File: src/hdl/arrpq_pkg.sv
// Package for the array min-priority queue: request/result structs, codes,
// controller state type and the controller/datapath command and status groups.
// No dependencies.
package arrpq_pkg;

    localparam int DEPTH_DEFAULT = 16;
    localparam int DATA_W        = 32;
    localparam int OCC_W         = 5;

    localparam logic OP_INSERT = 1'b0;
    localparam logic OP_REMOVE = 1'b1;

    localparam logic [1:0] STATUS_OK    = 2'd0;
    localparam logic [1:0] STATUS_FULL  = 2'd1;
    localparam logic [1:0] STATUS_EMPTY = 2'd2;

    typedef struct packed {
        logic                     opcode;
        logic signed [DATA_W-1:0] value;
    } in_item_t;

    typedef struct packed {
        logic signed [DATA_W-1:0] removed_value;
        logic [1:0]               status;
        logic [OCC_W-1:0]         occupancy;
    } out_item_t;

    typedef enum logic [2:0] {
        ST_IDLE,
        ST_SCAN,
        ST_SHIFT,
        ST_DONE
    } ctrl_state_t;

    typedef struct packed {
        logic load;
        logic scan_step;
        logic shift_init;
        logic shift_step;
        logic finish;
    } dp_cmd_t;

    typedef struct packed {
        logic empty;
        logic sweep_done;
        logic out_free;
    } dp_sts_t;

endpackage

File: src/hdl/arrpq_ctrl.sv
// Controller FSM for the array min-priority queue: sequences load, scan,
// shift and finish. Depends on arrpq_pkg.
module arrpq_ctrl (
    input  logic                 aclk,
    input  logic                 aresetn,
    input  logic                 s_valid,
    output logic                 s_ready,
    input  logic                 req_opcode,
    input  arrpq_pkg::dp_sts_t   sts,
    output arrpq_pkg::dp_cmd_t   cmd
);
    import arrpq_pkg::*;

    ctrl_state_t state_reg, state_next;

    always_ff @(posedge aclk) begin
        if (!aresetn) begin
            state_reg <= ST_IDLE;
        end else begin
            state_reg <= state_next;
        end
    end

    always_comb begin
        state_next = state_reg;
        cmd        = '0;
        s_ready    = 1'b0;
        case (state_reg)
            ST_IDLE: begin
                s_ready = 1'b1;
                if (s_valid) begin
                    cmd.load = 1'b1;
                    if (req_opcode == OP_REMOVE && !sts.empty) begin
                        state_next = ST_SCAN;
                    end else begin
                        state_next = ST_DONE;
                    end
                end
            end
            ST_SCAN: begin
                if (sts.sweep_done) begin
                    cmd.shift_init = 1'b1;
                    state_next     = ST_SHIFT;
                end else begin
                    cmd.scan_step = 1'b1;
                end
            end
            ST_SHIFT: begin
                if (sts.sweep_done) begin
                    state_next = ST_DONE;
                end else begin
                    cmd.shift_step = 1'b1;
                end
            end
            ST_DONE: begin
                // hold until the result register can take the result
                if (sts.out_free) begin
                    cmd.finish = 1'b1;
                    state_next = ST_IDLE;
                end
            end
            default: begin
                state_next = ST_IDLE;
            end
        endcase
    end

endmodule

File: src/hdl/arrpq_datapath.sv
// Datapath for the array min-priority queue: entry memory, count, scan and
// shift pointers, running minimum and the result register. Depends on arrpq_pkg.
module arrpq_datapath #(
    parameter int DEPTH = arrpq_pkg::DEPTH_DEFAULT
) (
    input  logic                 aclk,
    input  logic                 aresetn,
    input  arrpq_pkg::in_item_t  s_data,
    input  arrpq_pkg::dp_cmd_t   cmd,
    output arrpq_pkg::dp_sts_t   sts,
    output logic                 m_valid,
    input  logic                 m_ready,
    output arrpq_pkg::out_item_t m_data
);
    import arrpq_pkg::*;

    localparam int AW = $clog2(DEPTH);
    localparam int CW = $clog2(DEPTH + 1);

    logic signed [DATA_W-1:0] mem [DEPTH];

    logic [CW-1:0]            count_reg, count_next;
    logic [CW-1:0]            idx_reg, idx_next;
    logic                     pend_reg, pend_next;
    logic [AW-1:0]            pend_idx_reg, pend_idx_next;
    logic [AW-1:0]            best_reg, best_next;
    logic signed [DATA_W-1:0] min_reg, min_next;
    logic                     op_reg;
    logic signed [DATA_W-1:0] val_reg;
    logic signed [DATA_W-1:0] rd_data_reg;
    logic                     m_valid_reg, m_valid_next;
    out_item_t                out_reg, out_next;

    logic                     full, empty, idx_below;
    logic                     rd_en, wr_en;
    logic [AW-1:0]            wr_addr;
    logic signed [DATA_W-1:0] wr_data;
    logic [CW+OCC_W-1:0]      occ_ext;

    assign full      = (count_reg == CW'(DEPTH));
    assign empty     = (count_reg == '0);
    assign idx_below = (idx_reg < count_reg);
    assign rd_en     = (cmd.scan_step || cmd.shift_step) && idx_below;

    assign sts.empty      = empty;
    assign sts.sweep_done = (idx_reg == count_reg) && !pend_reg;
    assign sts.out_free   = !m_valid_reg || m_ready;

    assign m_valid = m_valid_reg;
    assign m_data  = out_reg;

    always_comb begin
        idx_next      = idx_reg;
        pend_next     = rd_en;
        pend_idx_next = pend_idx_reg;
        best_next     = best_reg;
        min_next      = min_reg;
        count_next    = count_reg;
        wr_en         = 1'b0;
        wr_addr       = pend_idx_reg - AW'(1);
        wr_data       = rd_data_reg;
        m_valid_next  = m_valid_reg && !m_ready;
        out_next      = out_reg;

        if (cmd.load) begin
            idx_next = '0;
        end else if (cmd.shift_init) begin
            idx_next = CW'(best_reg) + CW'(1);
        end else if (rd_en) begin
            idx_next = idx_reg + CW'(1);
        end
        if (rd_en) begin
            pend_idx_next = idx_reg[AW-1:0];
        end

        // first entry seeds the minimum; strict less keeps the oldest on ties
        if (cmd.scan_step && pend_reg) begin
            if (pend_idx_reg == '0 || rd_data_reg < min_reg) begin
                min_next  = rd_data_reg;
                best_next = pend_idx_reg;
            end
        end

        // move each later entry down by one place
        if (cmd.shift_step && pend_reg) begin
            wr_en = 1'b1;
        end

        if (cmd.finish) begin
            out_next.removed_value = '0;
            out_next.status        = STATUS_OK;
            if (op_reg == OP_INSERT) begin
                if (full) begin
                    out_next.status = STATUS_FULL;
                end else begin
                    wr_en      = 1'b1;
                    wr_addr    = count_reg[AW-1:0];
                    wr_data    = val_reg;
                    count_next = count_reg + CW'(1);
                end
            end else begin
                if (empty) begin
                    out_next.status = STATUS_EMPTY;
                end else begin
                    out_next.removed_value = min_reg;
                    count_next             = count_reg - CW'(1);
                end
            end
            m_valid_next = 1'b1;
        end

        occ_ext            = {{OCC_W{1'b0}}, count_next};
        if (cmd.finish) begin
            out_next.occupancy = occ_ext[OCC_W-1:0];
        end
    end

    always_ff @(posedge aclk) begin
        if (wr_en) begin
            mem[wr_addr] <= wr_data;
        end
        if (rd_en) begin
            rd_data_reg <= mem[idx_reg[AW-1:0]];
        end
    end

    always_ff @(posedge aclk) begin
        if (!aresetn) begin
            count_reg   <= '0;
            pend_reg    <= 1'b0;
            m_valid_reg <= 1'b0;
        end else begin
            count_reg   <= count_next;
            pend_reg    <= pend_next;
            m_valid_reg <= m_valid_next;
        end
    end

    always_ff @(posedge aclk) begin
        if (cmd.load) begin
            op_reg  <= s_data.opcode;
            val_reg <= s_data.value;
        end
        idx_reg      <= idx_next;
        pend_idx_reg <= pend_idx_next;
        best_reg     <= best_next;
        min_reg      <= min_next;
        out_reg      <= out_next;
    end

    a_count_bound: assert property (@(posedge aclk) disable iff (!aresetn)
        count_reg <= CW'(DEPTH))
        else $error("occupancy exceeds depth");

    a_remove_dec: assert property (@(posedge aclk) disable iff (!aresetn)
        (cmd.finish && op_reg == OP_REMOVE && !empty)
        |=> count_reg == $past(count_reg) - CW'(1))
        else $error("successful remove did not drop occupancy by one");

    a_shift_addr: assert property (@(posedge aclk) disable iff (!aresetn)
        (cmd.shift_step && pend_reg) |-> pend_idx_reg != '0)
        else $error("shift write below entry zero");

    a_load_idle_out: assert property (@(posedge aclk) disable iff (!aresetn)
        cmd.finish |=> m_valid_reg)
        else $error("finished request did not present a result");

endmodule

File: src/hdl/array_min_priority_queue_core.sv
// Min-priority queue kept in an unsorted array of DEPTH signed 32-bit entries.
// An insert presents its result from ST_DONE once the result register is free,
// and the next request can then be accepted. A remove on stored entries scans
// for the minimum, moves the later entries down and then finishes in ST_DONE;
// the scan and the shift each handle one entry at a time through the single read
// port and single write port of the entry memory. The next request is accepted
// while a result still waits in the output register. No clearing pass runs
// after reset. Depends on arrpq_pkg, arrpq_ctrl and arrpq_datapath.
module array_min_priority_queue_core #(
    parameter int DEPTH = arrpq_pkg::DEPTH_DEFAULT
) (
    input  logic                 aclk,
    input  logic                 aresetn,
    input  logic                 s_valid,
    output logic                 s_ready,
    input  arrpq_pkg::in_item_t  s_data,
    output logic                 m_valid,
    input  logic                 m_ready,
    output arrpq_pkg::out_item_t m_data
);
    import arrpq_pkg::*;

    dp_cmd_t cmd;
    dp_sts_t sts;

    arrpq_ctrl u_ctrl (
        .aclk       (aclk),
        .aresetn    (aresetn),
        .s_valid    (s_valid),
        .s_ready    (s_ready),
        .req_opcode (s_data.opcode),
        .sts        (sts),
        .cmd        (cmd)
    );

    arrpq_datapath #(
        .DEPTH (DEPTH)
    ) u_datapath (
        .aclk    (aclk),
        .aresetn (aresetn),
        .s_data  (s_data),
        .cmd     (cmd),
        .sts     (sts),
        .m_valid (m_valid),
        .m_ready (m_ready),
        .m_data  (m_data)
    );

endmodule

File: config.mk
export PLATFORM = sky130hd
export DESIGN_NAME = array_min_priority_queue_core
export DESIGN_NICKNAME = d
export VERILOG_FILES = /design/src/hdl/arrpq_pkg.sv /design/src/hdl/arrpq_ctrl.sv /design/src/hdl/arrpq_datapath.sv /design/src/hdl/array_min_priority_queue_core.sv
export SDC_FILE = /design/constraint.sdc
export NUM_CORES = 1
export LEC_CHECK = 0
export BUFFER_PORTS_ARGS = -buffer_cell sky130_fd_sc_hd__buf_2
export CAP_MARGIN = 10
export CORE_MARGIN = 10
export CORE_UTILIZATION = 55
export DETAILED_ROUTE_END_ITERATION = 10
export PLACE_DENSITY = 0.72
export REMOVE_ABC_BUFFERS = 1
export SLEW_MARGIN = 5
export SYNTH_ARGS = -nofsm -noshare
export SYNTH_HDL_FRONTEND = slang
export SYNTH_SLANG_ARGS = --single-unit
File: constraint.sdc
create_clock -name aclk -period 7.3 [get_ports aclk]
set_clock_uncertainty 0.05 [all_clocks]
set_input_delay 1.46 -clock aclk [delete_from_list [all_inputs] [get_ports aclk]]
set_output_delay 1.46 -clock aclk [all_outputs]
set_load 0.02 [all_outputs]
* Word level (Yosys, flattened, before mapping) *
Memories as Yosys holds them, arrays and structs flattened. A register that Yosys moved wholly into a read port is not among the register bits.
Cells that the tools add are included.

operators by class
  add/sub/neg operators = 5
  $mul = 0
  divide/modulo/power cells = 0
  magnitude comparators = 2
  equal/unequal tests = 9
  shift-type cells = 0
  mux-type cells = 37
  bitwise gates (word level) = 1
  reductions and logical operators = 20

operators by type and width
  kind                                                                   count
  32-bit two-way mux                                                     3
  32-bit < comparator                                                    1
  5-bit two-way mux                                                      6
  1-bit two-way mux                                                      16
  3-bit two-way mux                                                      4
  4-bit two-way mux                                                      3
  3-bit case mux with 4 select lines                                     1
  5-bit by 1-bit adder with 5-bit output, second input constant          2
  2-bit two-way mux                                                      4
  2-bit != test, second input constant                                   4
  3-bit by 2-bit equality test with 1-bit output, second input constant  2
  1-bit logical AND                                                      6
  4-bit by 1-bit adder with 5-bit output, second input constant          1
  5-bit equality test                                                    1
  5-bit equality test, second input constant                             1
  5-bit zero test                                                        1
  5-bit < comparator                                                     1
  5-bit by 1-bit subtractor with 5-bit output, second input constant     1
  1-bit zero test                                                        4
  4-bit zero test                                                        1
  4-bit AND reduction                                                    1
  4-bit by 1-bit subtractor with 4-bit output, second input constant     1
  3-bit by 1-bit equality test with 1-bit output, second input constant  1
  3-bit zero test                                                        1
  other kinds (5)                                                        7

word-level totals
  flip-flop bits (word level) = 127
  bits in latches = 0
  RAM bits = 512
  memory bits (read-only) = 0
  output and inout port bits = 41
  logic and storage cells = 88
  memories kept = 1

memory list
  name            words  width  read ports  clocked after memory_dff  wr ports  RTL line              source
  u_datapath.mem  16     32     1           1                         1         arrpq_datapath.sv:20  logic signed [DATA_W-1:0] mem [DEPTH];

* Longest topological paths before layout *
  word-level depth = 11
  mapped depth = 13

* Cells and area by module *
A second synthesis with hierarchy kept.

second synthesis, totals
  cell total of the unflattened synthesis = 1295
  area, all modules = 26407.8 µm²

modules (own cells, without submodules)
  module          instances  cells each  area each (µm²)  sequential area each (µm²)
  arrpq_datapath  1          1267        26170.1          19939.1
  arrpq_ctrl      1          28          237.7            40.0

* Worst setup path before layout *
Ideal clock, no wire load.

  kind = input port to flip-flop
  from = in m_ready
  to = mem u_datapath.mem[7][0], enable pin
  arrival = 4425 ps
  data required time = 6829 ps
  slack = 2404 ps
  cell stages on the path = 8
  path buffers = 2
  cell sequence = nand2b_1 -> nand2_1 -> inv_2 -> and3_1 -> clkbuf_1 -> buf_2 -> a31oi_1 -> nor2_1

RTL lines
  what             RTL line                             source
  start, declared  array_min_priority_queue_core.sv:18  input logic m_ready,
  end, declared    arrpq_datapath.sv:20

==> flow_summary.yaml <==
clock_network:
  cts_tree: "yes"
  cts_resized: 0
  numClockSinks: 670
  insertion_delay_ns: 0.61
  cts_setup_buffers: 0
  clk_path_buf_depth: 3
  clockRootBuffer: "clkbuf_16"
  path_clk_slew_ns: 0.06
  htree_levels: 3
  cts-buffers-inserted: 68
  ctsHoldBuffers: 0
worst_hold_path:
  holdCritStartpoint: "u_datapath.rd_data_reg[28]$_DFFE_PP_"
  hold_end: "u_datapath.min_reg[28]$_DFFE_PP_"
  hold_class: "register to register"
  hold-path-cell-count: 0
routing:
  dr.pass1.iters: 6
  route.detailed.drc: 0
  finalWirelength_microns: 56300
  drtIter0Drc: 1410
  via_count: 12800
  routedWlPerCell_microns: 27.2
  drtAntennaViolNets: 0
  vias_per_cell: 6.17
place:
  io_buffers: 77
  dp_hpwl_microns: 32700
  dp_slack_ns: 2.17
  gp_congestion: 0.790
timing:
  slew_viol_final: 0
  period_needed_ns: 4.53
  finalSetupViolCount: 0
  hold_ws_ns: 0.456
  fin_crit_sh: 0.621
  rsz0062_at_grt: "no"
  fmax_ghz: 0.221
  worst_slack_ns: 2.77
  final_hold_viol_count: 0
  tightest_slew_ns: 1.24
  slew_headroom: 0.172
power_and_ir_drop:
  irDropWorstVdd_v: 0.000185
  p_leak_nw: 9.64
  power_density_nw_per_um2: 325
floorplanning:
  placeableCoreArea_sq_um: 46900
  die_width_microns: 238
  start_util: 0.560
  rows: 79
  fp.dieH_microns: 238
  die-area_sq_um: 56800
  io_pins: 78
synth:
  synth_area_sq_um: 26200
  ys_warn_count: 0
  synth_compound_area_frac: 0.0191
  ys_seq_area_frac: 0.761
  ys_ff_latch: 670
  ys_types: 58
  synth_top_family_by_area: "multiplexers"
  async_flop_share: 0
  synth_cells: 1298
  synthMuxAreaShare: 0.139
  synth_edf_count: 656
  synthAdderAreaFrac: 0.0210
  syn_avg_cell_area_sq_um: 20.2
  synthTopCellsByArea: "edfxtp_1 75%, mux4_2 14%, ha_1 2.1%"
  synth_xor_area_frac: 0.00167
  synthSimpleGateAreaFrac: 0.0388
  synth_ff_type: "edfxtp_1"
  yosys.area.top_type: "edfxtp_1"
  yosys.area.top_type_share: 0.751
  synth.most_common_cell: "edfxtp_1"
  synth_commonest_cells: "656 x edfxtp_1, 160 x mux4_2, 119 x nand2_1, 64 x nor2_1, 47 x inv_1"
worst_setup_path:
  rrSetupSlack_ns: 2.89
  worst-path-max-fanout: 43
  crit_type: "input pin to register"
  arrival_ns: 4.77
  r2r_cells: 9
  r2r-start: "u_datapath.count_reg[1]$_SDFF_PN0_"
  critPathCaptureType: "register"
  start_kind: "input pin"
  r2r-end: "u_datapath.mem[3][25]$_DFFE_PP_"
  cp.required_ns: 7.54
  crit_path_start: "m_ready"
global_routing:
  grt_overflow: 0
  antenna_found_initial: 3
  grt_pass1_vias: 13000
  grt_pass1_wl_microns: 84200
  grt_usage: 0.202
  grt_max_degree: 97
run_status:
  run_status: "completed"
final_layout:
  largest_reg_flops: 512
  multi_input_area_sq_um: 5890
  syn2layout_area_growth_pct: 12.6
  diodes: 0
  final_net_count: 1492
  seq_area_sq_um: 20000
  top_register: "u_datapath.mem"
  n_fill_cell: 3211
  drive_gt1_frac: 0.268
run:
  max_cap_viol_count: 0
-- metal layers --
layer | vias up | global-route usage | share of wire
met5 | - | 0 | 0
met4 | 0 | 0.0798 | 0.032
met3 | 99 | 0.0428 | 0.083
met2 | 592 | 0.311 | 0.47
met1 | 6624 | 0.280 | 0.41
li1 | 5454 | - | -
-- final cells by class --
cell class / instances / area share
flip-flops and latches: 670 / 0.677
inverters: 48 / 0.00610
clock buffers: 94 / 0.0637
well taps: 607 / 0.0257
multi-input cells: 523 / 0.199
repair buffers: 100 / 0.0193
clock inverters: 29 / 0.00919
-- report_power, final --
part	switching (mW)	internal, mW
clock	1.41	1.96
sequential	0.169	4.64
combinational	0.844	0.588
total	2.42	7.19
-- per-stage QoR --
| stage | area, sq um | TNS (ns) | cells | util | power [mW] |
|---|---|---|---|---|---|
| finish | 29500 | 0 | 2071 | 0.631 | 9.61 |
| global route | 29500 | 0 | 2071 | 0.631 | 9.96 |
| CTS | 29500 | 0 | 2071 | 0.631 | 9.69 |
| detailed placement | 27400 | 0 | 1948 | 0.585 | 6.34 |
| global placement | 27400 | 0 | 1948 | 0.585 | 6.30 |
| floorplan | 25900 | -81.06 | 1241 | - | 5.93 |
-- critical path, cell delays in order --
cell      delay [ns]
buf_2           0.08
nand2b_1        0.14
nand2_1         0.19
inv_2           0.10
and3_2          0.94
a31oi_1         0.56
nor2_4          0.86
buf_4           0.40
-- worst max path at each step --
stage               cells past startpoint                                   end
CTS                                     8       u_datapath.mem[15][6]$_DFFE_PP_
global route                            8      u_datapath.mem[15][15]$_DFFE_PP_
floorplan                               5  u_datapath.pend_idx_reg[0]$_DFFE_PP_
finish                                  8       u_datapath.mem[13][4]$_DFFE_PP_
detailed placement                      8       u_datapath.mem[15][3]$_DFFE_PP_
global placement                        8       u_datapath.mem[14][3]$_DFFE_PP_
-- placed cells by master, fill, tap and decap left out, drive strengths merged, types with 5 or more instances in the layout --
cell,instances
edfxtp,656
mux4,160
nand2,119
buf,100
clkbuf,94
nor2,64
inv,54
ha,44
a21oi,22
clkinv,19
o21ai,14
dfxtp,14
nand3,10
and2,8
nor3,7
a31oi,7
nand4,5
a21o,5
xnor2,5
-- logic make-up after synthesis --
kind of cell	Yosys count
simple gates	235
buf+inv	105
fa+ha+maj	44
xor+xnor	5
compound gates	75
mux	164
flops	670
Power figures use the tool's default switching activity.
